`src/sv/abpg_pkg.sv`:
```
// Shared constants and helper for the alarm beep pattern generator.
// No dependencies; used by alarm_beep_pattern_generator.
package abpg_pkg;

    localparam int unsigned NumSources = 9;
    localparam int unsigned SrcW       = 4;
    localparam int unsigned CfgIdxW    = 2;
    localparam int unsigned CfgDataW   = 16;

    // Configuration register indexes
    localparam logic [CfgIdxW-1:0] CFG_BATT_MIN  = 2'd0;
    localparam logic [CfgIdxW-1:0] CFG_BATT_WARN = 2'd1;
    localparam logic [CfgIdxW-1:0] CFG_DEB_LIMIT = 2'd2;
    localparam logic [CfgIdxW-1:0] CFG_BEEP_EN   = 2'd3;

    // Beep sources, lowest index has priority
    localparam logic [SrcW-1:0] SRC_INIT     = 4'd0;
    localparam logic [SrcW-1:0] SRC_GYRO     = 4'd1;
    localparam logic [SrcW-1:0] SRC_ACC      = 4'd2;
    localparam logic [SrcW-1:0] SRC_ADC      = 4'd3;
    localparam logic [SrcW-1:0] SRC_BATT     = 4'd4;
    localparam logic [SrcW-1:0] SRC_COMPASS  = 4'd5;
    localparam logic [SrcW-1:0] SRC_STRENGTH = 4'd6;
    localparam logic [SrcW-1:0] SRC_INCLINE  = 4'd7;
    localparam logic [SrcW-1:0] SRC_GPS      = 4'd8;
    localparam logic [SrcW-1:0] SRC_NONE     = 4'd9;

    // beep_enables bits
    localparam int unsigned EN_GPS   = 0;
    localparam int unsigned EN_FAULT = 1;
    localparam int unsigned EN_MAG   = 2;
    localparam int unsigned EN_INIT  = 3;

    localparam logic [7:0]  PatternLast = 8'd199;
    localparam logic [6:0]  PhaseLast   = 7'd99;
    localparam logic [7:0]  PhaseLen    = 8'd100;
    localparam logic [8:0]  WarnLimit   = 9'd400;
    localparam logic [15:0] DebFloor    = 16'd10;
    localparam logic [7:0]  GpsLock     = 8'd3;
    localparam logic [11:0] GpsModeMin  = 12'd200;
    localparam logic [3:0]  DefBeepEn   = 4'hF;
    localparam logic [15:0] DefDebLimit = 16'd20;

    // On for 5 ticks, off for 5, starting at 0, below slot_end (at most 50).
    function automatic logic burst(input logic [6:0] m, input logic [6:0] slot_end);
        logic hit;
        hit = 1'b0;
        for (int k = 0; k < 5; k++) begin
            if (m >= 7'(10 * k) && m < 7'(10 * k + 5)) begin
                hit = 1'b1;
            end
        end
        return hit && (m < slot_end);
    endfunction

endpackage

```
`src/sv/alarm_beep_pattern_generator.sv`:
```
// Alarm beep pattern generator top level: tick state, source patterns, priority pick.
// Depends on abpg_pkg.
//
//  channel   signals                                   direction
//  -------   ---------------------------------------   ---------
//  tick in   i_valid / o_stall, i_battery_voltage ...  in
//  beep out  o_valid / i_stall, o_buzzer_on,           out
//            o_winning_source
//  config    i_cfg_wr_en, i_cfg_index, i_cfg_wr_data   in
//
// One tick per clock while o_stall is low. State updates at the input transfer, and the
// result is registered at the same edge. The output register is the only buffer, so a
// tick is taken whenever it is empty or being drained in the same cycle.
// Synchronous active-low reset clears all counters and restores register defaults.
module alarm_beep_pattern_generator #(
    parameter int unsigned BATTERY_STEP_DIVISOR = 16
) (
    input  logic                                i_clk,
    input  logic                                i_rst_n,
    input  logic                                i_cfg_wr_en,
    input  logic [abpg_pkg::CfgIdxW-1:0]        i_cfg_index,
    input  logic [abpg_pkg::CfgDataW-1:0]       i_cfg_wr_data,
    input  logic                                i_valid,
    output logic                                o_stall,
    input  logic [15:0]                         i_battery_voltage,
    input  logic                                i_gyro_cal_error,
    input  logic                                i_acc_cal_error,
    input  logic                                i_adc_start_error,
    input  logic                                i_compass_fail,
    input  logic                                i_mag_strength_error,
    input  logic                                i_mag_incline_error,
    input  logic                                i_system_ready,
    input  logic [7:0]                          i_gps_status,
    input  logic [11:0]                         i_mode_channel,
    output logic                                o_valid,
    input  logic                                i_stall,
    output logic                                o_buzzer_on,
    output logic [abpg_pkg::SrcW-1:0]           o_winning_source
);

    localparam int unsigned DivW = $clog2(BATTERY_STEP_DIVISOR + 1);
    localparam int unsigned PrW  = 7 + DivW;
    localparam int unsigned CmpW = (PrW > 16) ? PrW : 16;
    localparam logic [DivW-1:0] DivC = DivW'(BATTERY_STEP_DIVISOR);

    // configuration
    logic [15:0] r_batt_min, r_batt_warn, r_deb_limit;
    logic [3:0]  r_beep_en;

    // tick state
    logic [7:0]  r_pattern, n_pattern;
    logic [6:0]  r_phase, n_phase;
    logic [15:0] r_debounce, n_debounce;
    logic        r_low_en, n_low_en;
    logic [8:0]  r_compass_ticks, n_compass_ticks;
    logic [8:0]  r_strength_ticks, n_strength_ticks;
    logic [8:0]  r_incline_ticks, n_incline_ticks;

    // result register
    logic                      r_valid;
    logic                      r_buzzer, n_buzzer;
    logic [abpg_pkg::SrcW-1:0] r_winner, n_winner;

    logic        in_xfer;
    logic [6:0]  m;
    logic [15:0] vbat, vdelta;
    logic        batt_low;
    logic [PrW-1:0] phase_scaled;
    logic        fault_on, mag_on;
    logic [abpg_pkg::NumSources-1:0] req, act;

    assign o_stall = r_valid && i_stall;
    assign in_xfer = i_valid && !o_stall;

    always_comb begin
        n_pattern = (r_pattern == abpg_pkg::PatternLast) ? 8'd0 : r_pattern + 8'd1;
        n_phase   = (r_phase == abpg_pkg::PhaseLast) ? 7'd0 : r_phase + 7'd1;
        m = (n_pattern >= abpg_pkg::PhaseLen) ? 7'(n_pattern - abpg_pkg::PhaseLen)
                                              : n_pattern[6:0];

        req = '0;
        act = '0;

        // battery: clamp, debounce with hysteresis, step pattern from headroom
        vbat     = (i_battery_voltage < r_batt_min) ? r_batt_min : i_battery_voltage;
        vdelta   = vbat - r_batt_min;
        batt_low = vbat < r_batt_warn;
        n_debounce = r_debounce;
        n_low_en   = r_low_en;
        if (batt_low) begin
            if (r_debounce < r_deb_limit) begin
                n_debounce = r_debounce + 16'd1;
            end else begin
                n_low_en = 1'b1;
            end
        end else begin
            if (r_debounce > abpg_pkg::DebFloor) begin
                n_debounce = r_debounce - 16'd2;
            end else begin
                n_low_en = 1'b0;
            end
        end
        // phase > delta / DIV  <=>  delta < phase * DIV
        phase_scaled = PrW'(n_phase) * PrW'(DivC);
        if (n_low_en) begin
            req[abpg_pkg::SRC_BATT] = 1'b1;
            act[abpg_pkg::SRC_BATT] = CmpW'(vdelta) < CmpW'(phase_scaled);
        end

        // gps
        if (r_beep_en[abpg_pkg::EN_GPS] && i_gps_status != abpg_pkg::GpsLock
                && i_mode_channel > abpg_pkg::GpsModeMin) begin
            req[abpg_pkg::SRC_GPS] = 1'b1;
            act[abpg_pkg::SRC_GPS] = n_pattern < 8'd5;
        end

        // calibration / converter faults, long windows from count 0
        fault_on = r_beep_en[abpg_pkg::EN_FAULT] && i_system_ready;
        if (fault_on && i_gyro_cal_error) begin
            req[abpg_pkg::SRC_GYRO] = 1'b1;
            act[abpg_pkg::SRC_GYRO] = n_pattern < 8'd155
                || (n_pattern >= 8'd160 && n_pattern < 8'd165);
        end
        if (fault_on && i_acc_cal_error) begin
            req[abpg_pkg::SRC_ACC] = 1'b1;
            act[abpg_pkg::SRC_ACC] = n_pattern < 8'd145
                || (n_pattern >= 8'd150 && n_pattern < 8'd155)
                || (n_pattern >= 8'd160 && n_pattern < 8'd165);
        end
        if (fault_on && i_adc_start_error) begin
            req[abpg_pkg::SRC_ADC] = 1'b1;
            act[abpg_pkg::SRC_ADC] = n_pattern < 8'd135
                || (n_pattern >= 8'd140 && n_pattern < 8'd145)
                || (n_pattern >= 8'd150 && n_pattern < 8'd155)
                || (n_pattern >= 8'd160 && n_pattern < 8'd165);
        end

        // magnetometer one-shot warnings
        mag_on = fault_on && r_beep_en[abpg_pkg::EN_MAG];
        n_compass_ticks  = r_compass_ticks;
        n_strength_ticks = r_strength_ticks;
        n_incline_ticks  = r_incline_ticks;
        if (mag_on && i_compass_fail && r_compass_ticks < abpg_pkg::WarnLimit) begin
            req[abpg_pkg::SRC_COMPASS] = 1'b1;
            act[abpg_pkg::SRC_COMPASS] = abpg_pkg::burst(m, 7'd50);
            n_compass_ticks = r_compass_ticks + 9'd1;
        end
        if (mag_on && i_mag_strength_error && r_strength_ticks < abpg_pkg::WarnLimit) begin
            req[abpg_pkg::SRC_STRENGTH] = 1'b1;
            act[abpg_pkg::SRC_STRENGTH] = abpg_pkg::burst(m, 7'd30);
            n_strength_ticks = r_strength_ticks + 9'd1;
        end
        if (mag_on && i_mag_incline_error && r_incline_ticks < abpg_pkg::WarnLimit) begin
            req[abpg_pkg::SRC_INCLINE] = 1'b1;
            act[abpg_pkg::SRC_INCLINE] = abpg_pkg::burst(m, 7'd40);
            n_incline_ticks = r_incline_ticks + 9'd1;
        end

        // init
        if (r_beep_en[abpg_pkg::EN_INIT] && !i_system_ready) begin
            req[abpg_pkg::SRC_INIT] = 1'b1;
            act[abpg_pkg::SRC_INIT] = abpg_pkg::burst(m, 7'd15);
        end

        // lowest requesting source wins
        n_winner = abpg_pkg::SRC_NONE;
        n_buzzer = 1'b0;
        for (int i = abpg_pkg::NumSources - 1; i >= 0; i--) begin
            if (req[i]) begin
                n_winner = abpg_pkg::SrcW'(i);
                n_buzzer = act[i];
            end
        end
    end

    always_ff @(posedge i_clk) begin
        if (!i_rst_n) begin
            r_batt_min  <= '0;
            r_batt_warn <= '0;
            r_deb_limit <= abpg_pkg::DefDebLimit;
            r_beep_en   <= abpg_pkg::DefBeepEn;
        end else if (i_cfg_wr_en) begin
            unique case (i_cfg_index)
                abpg_pkg::CFG_BATT_MIN:  r_batt_min  <= i_cfg_wr_data;
                abpg_pkg::CFG_BATT_WARN: r_batt_warn <= i_cfg_wr_data;
                abpg_pkg::CFG_DEB_LIMIT: r_deb_limit <= i_cfg_wr_data;
                abpg_pkg::CFG_BEEP_EN:   r_beep_en   <= i_cfg_wr_data[3:0];
                default:                 r_beep_en   <= r_beep_en;
            endcase
        end
    end

    always_ff @(posedge i_clk) begin
        if (!i_rst_n) begin
            r_pattern        <= '0;
            r_phase          <= '0;
            r_debounce       <= '0;
            r_low_en         <= 1'b0;
            r_compass_ticks  <= '0;
            r_strength_ticks <= '0;
            r_incline_ticks  <= '0;
        end else if (in_xfer) begin
            r_pattern        <= n_pattern;
            r_phase          <= n_phase;
            r_debounce       <= n_debounce;
            r_low_en         <= n_low_en;
            r_compass_ticks  <= n_compass_ticks;
            r_strength_ticks <= n_strength_ticks;
            r_incline_ticks  <= n_incline_ticks;
        end
    end

    always_ff @(posedge i_clk) begin
        if (!i_rst_n) begin
            r_valid <= 1'b0;
        end else if (in_xfer) begin
            r_valid <= 1'b1;
        end else if (!i_stall) begin
            r_valid <= 1'b0;
        end
    end

    always_ff @(posedge i_clk) begin
        if (in_xfer) begin
            r_buzzer <= n_buzzer;
            r_winner <= n_winner;
        end
    end

    assign o_valid          = r_valid;
    assign o_buzzer_on      = r_buzzer;
    assign o_winning_source = r_winner;

endmodule
```
`config.mk`:
```
export PLATFORM = sky130hd
export DESIGN_NAME = alarm_beep_pattern_generator
export DESIGN_NICKNAME = d
export VERILOG_FILES = /design/src/sv/abpg_pkg.sv /design/src/sv/alarm_beep_pattern_generator.sv
export SDC_FILE = /design/constraint.sdc
export NUM_CORES = 1
export LEC_CHECK = 0
export BUFFER_PORTS_ARGS = -buffer_cell sky130_fd_sc_hd__buf_4
export CORE_MARGIN = 3
export CORE_UTILIZATION = 35
export DETAILED_ROUTE_END_ITERATION = 8
export PLACE_DENSITY = 0.53
export SKIP_CTS_REPAIR_TIMING = 1
export SLEW_MARGIN = 20
export SYNTH_ARGS = -nofsm -noshare
export SYNTH_HDL_FRONTEND = slang
export SYNTH_SLANG_ARGS = --single-unit
```
`constraint.sdc`:
```
create_clock -name i_clk -period 13.7 [get_ports i_clk]
set_input_delay 2.74 -clock i_clk [delete_from_list [all_inputs] [get_ports i_clk]]
set_output_delay 2.74 -clock i_clk [all_outputs]
set_load 0.01 [all_outputs]
```
==> summary.md <==
| Metric | Value |
|---|---|
| Switching pwr | 488.2 uW |
| Vias per inst | 5.243 |
| Internal power | 818.3 uW |
| Multi-input logic area | 0.005219 mm^2 |
| Die area | 0.02485 mm^2 |
| Clock Latency Late Sink | 0.42 ns |
| Peak VDD IR | 0.00009510 V |
| Synth Warn # | 0 |
| H-tree depth | 4 |
| CP endpoint kind | register |
| Syn Inst Count | 1,054 |
| Detail Route Antenna Nets | 0 |
| Final setup TNS | 0 ns |
| CP max FO | 28 |
| DIE HEIGHT | 157.6 um |
| Mean Syn Cell Area | 7.637 um^2 |
| Pre-CTS setup slack | 5.818 ns |
| Sw Share | 37.37% |
| Worst-Margin Slew | 1.114 ns |
| Reg power frac | 31.9% |
| Normalized max-slew margin | 25.42% |
| RSZ-0062 raised after global routing | false |
| GPL Wtd Cong | 0.8416 |
| Mapped Nets | 1,201 |
| Worst Skew | 0.01021 ns |
| Vias | 7,350 |
| Final WL | 21,010 um |
| Core area | 0.02223 mm^2 |
| Critical path arrival | 7.68 ns |
| Detail Placement HPWL | 15,970 um |
| # diodes | 0 |
| Top Ports | 73 |
| Yosys cell types | 76 |
| Maxcap violations | 0 |
| Die W | 157.6 um |
| Vias in the first global route | 7,031 |
| Initial Util | 36.21% |
| Crit Path Class | input pin to register |
| Synthesized area | 0.008049 mm^2 |
| FF+latch count, synth | 117 |
| Total CTS buffers | 17 |
| Fill cells | 2,315 |
| Tot Pwr | 1306 uW |
| Crit path time final | 7.428 ns |
| PwrDens | 139.3 mW/mm^2 |
| Cell Rows | 54 |
| TritonCTS clock tree | built |
| Root Driver | clkbuf_16 |
| Async set or reset register ratio after synthesis | 0% |
| GR Util All Layers | 17.42% |
| Clock Pin Slew Worst Setup and Hold Paths | 0.06 ns |
| Worst hold margin | 0.4542 ns |
| Clk buf depth | 2 |
| Slew Limit Fails | 0 |
| Cell family with most CP delay | compound AO/OA/AOI/OAI gates |
| Hold Path Class | register to register |
| Final Hold Vio Count | 0 |
| Fin util | 42.20% |
| Nets | 1,256 |
| Initial antenna violation count | 0 |
| Clock power frac | 33.3% |
| Crit path cell chain | buf_4, ha_1, nand2_1, or3_1, o221ai_2, a21o_1, buf_4, nand2_1, o21ai_0, ha_1, a21oi_1, nor2b_1, a2111oi_0, o21ai_0, a31o_2, a21oi_4, and2_1, nor2b_4, or4_1, a31oi_1 |
| Wirelength per Cell | 14.99 um |
| GRT overflow | 0 |
| 1st-pass router iterations | 5 |
| Largest net degree at the start of global routing | 82 |
| Post-synth EDFFs | 5 |
| Reg2Reg Setup Slack | 8.26 ns |
| Leak pwr | 0.003752 uW |
| Logic gate share of total power | 34.8% |
| Required @ worst endpoint | 13.96 ns |
| Final setup violating endpoints | 0 |
| Final period utilization | 54.22% |
| CTS sink count | 117 |
| Area growth syn-to-layout | 16.56% |
| Critical-path top delay cell | or4_1 |
| First-pass GRT wire length | 35,080 um |
| Post-synthesis sequential area ratio | 29.72% |
| Outcome | finished, final reports clean |
| Crit-path max cell delay | 0.56 ns |
| Crit path buffers/inverters | 2 |
| FF/Latch Area | 0.002392 mm^2 |
| Layout cell share with drive strength beyond 1 | 11.85% |
| Most used DFF post-synth | dfxtp_1 |
| Initial DRC count | 421 |
| IO Port Bufs | 72 |
| PnR worst setup slack | 6.272 ns |
| CP Launch Type | input pin |
| # DRC | 0 |
| Fmax | 0.1346 GHz |
-- worst paths after layout --
path	startpoint	endpoint	cells past startpoint
setup / recovery	i_battery_voltage[5]	o_buzzer_on	20
hold / removal	r_batt_warn[6]	r_batt_warn[6]	2
setup reg to reg	r_batt_min[11]	o_buzzer_on	19
hold reg to reg	r_batt_warn[6]	r_batt_warn[6]	2
-- cell usage after synthesis (9+ instances only) --
cell type / number / area [um^2]
nand2_1: 178 / 668.1
dfxtp_1: 112 / 2242
nor2_1: 93 / 349.1
a21oi_1: 92 / 460.4
ha_1: 81 / 1013
inv_1: 69 / 259.0
o21ai_0: 55 / 275.3
clkbuf_1: 34 / 127.6
nand3_1: 29 / 145.1
xnor2_1: 25 / 219.0
a21o_1: 23 / 172.7
xor2_1: 22 / 192.7
nor3_1: 20 / 100.1
nand4_1: 18 / 112.6
mux2i_1: 14 / 140.1
o21a_1: 14 / 105.1
a211oi_1: 12 / 90.09
or3_1: 12 / 75.07
and3_1: 11 / 68.82
a31oi_1: 10 / 62.56
nand2b_1: 10 / 62.56
o211ai_1: 9 / 67.56
-- flip-flops by register name, indices dropped and copies added (netlist names) --
signal,flops
r_low_en,1
o_valid,1
r_deb_limit,16
r_incline_ticks,9
r_strength_ticks,9
r_pattern,8
o_winning_source,4
o_buzzer_on,1
r_debounce,16
r_batt_min,16
r_batt_warn,16
r_phase,7
r_beep_en,4
r_compass_ticks,9
-- worst register-to-register path, cell delays in order (launching register included) --
cell	delay (ns)
dfxtp_1	0.35
inv_1	0.11
ha_1	0.30
and2_1	0.17
a221oi_1	0.27
o21ai_0	0.18
a21o_1	0.28
buf_4	0.25
o21ai_0	0.29
ha_1	0.30
a21oi_1	0.15
nor2b_1	0.06
a2111oi_0	0.39
o21ai_0	0.15
a31o_2	0.28
a21oi_4	0.34
and2_1	0.50
nor2b_4	0.16
or4_1	0.56
a31oi_1	0.20
-- stage by stage --
| step | area [um^2] | instances |
|---|---|---|
| 2_1_floorplan | 8049 | 1054 |
| 3_3_place_gp | 8797 | 1370 |
| 3_5_place_dp | 8797 | 1370 |
| 4_1_cts | 9376 | 1402 |
| 5_1_grt | 9382 | 1402 |
| 6_report | 9382 | 1402 |
-- power groups by stage --
stage	registers, uW	clock network (uW)	logic, uW
global route	423	463	523
global placement	424	0	455
floorplan	406	0	361
finish	416	436	455
detailed placement	424	0	455
CTS	417	445	458
-- layout by cell type, fill, tap and decap left out, drive strengths merged, types with 3 or more instances in the layout --
master / count
nand2: 178
xnor2: 25
clkbuf: 17
and3: 11
inv: 82
o21a: 14
o211ai: 9
nand4: 18
nand3b: 4
a31o: 3
a21oi: 93
or4: 4
or2: 7
or3: 12
mux2i: 14
nor3: 20
nand2b: 10
ha: 81
a2bb2oi: 4
nor2b: 5
o21ai: 58
a21o: 23
and2: 6
clkinv: 3
xor2: 22
nor2: 93
a211oi: 12
o311ai: 5
buf: 76
dfxtp: 112
a221oi: 4
or4b: 3
a211o: 4
nor4: 7
a31oi: 11
edfxtp: 5
nand3: 29
-- routing by layer --
| layer | track usage [%] | up-vias | share of wire, % |
|---|---|---|---|
| met2 | 28.27 | 123 | 46 |
| met4 | 3.802 | 0 | 0.94 |
| li1 | - | 3820 | - |
| met5 | 0 | - | 0 |
| met3 | 3.226 | 14 | 3.9 |
| met1 | 24.18 | 3393 | 49 |
-- cells by family (layout without fill, tap and decap cells) --
kind of cell	after synthesis	after routing	synth area share, %
buffers and inverters	112	180	5.565
muxes	15	15	1.881
adders and majority gates	81	81	12.59
xor gates and xnor gates	47	47	5.114
DFF	117	117	29.72
AOI/OAI and AO/OA	269	269	21.64
and+or+nand+nor	413	413	23.49
-- area by class of cell --
type / count / share of cell area [%]
Tap cell: 280 / 3.734
Inverter: 72 / 2.881
Clock inverter: 15 / 1.640
Clock buffer: 17 / 4.535
Timing Repair Buffer: 76 / 6.082
Sequential cell: 117 / 25.50
Multi-Input combinational cell: 825 / 55.63
No activity file was read; power rests on OpenSTA's default activity.
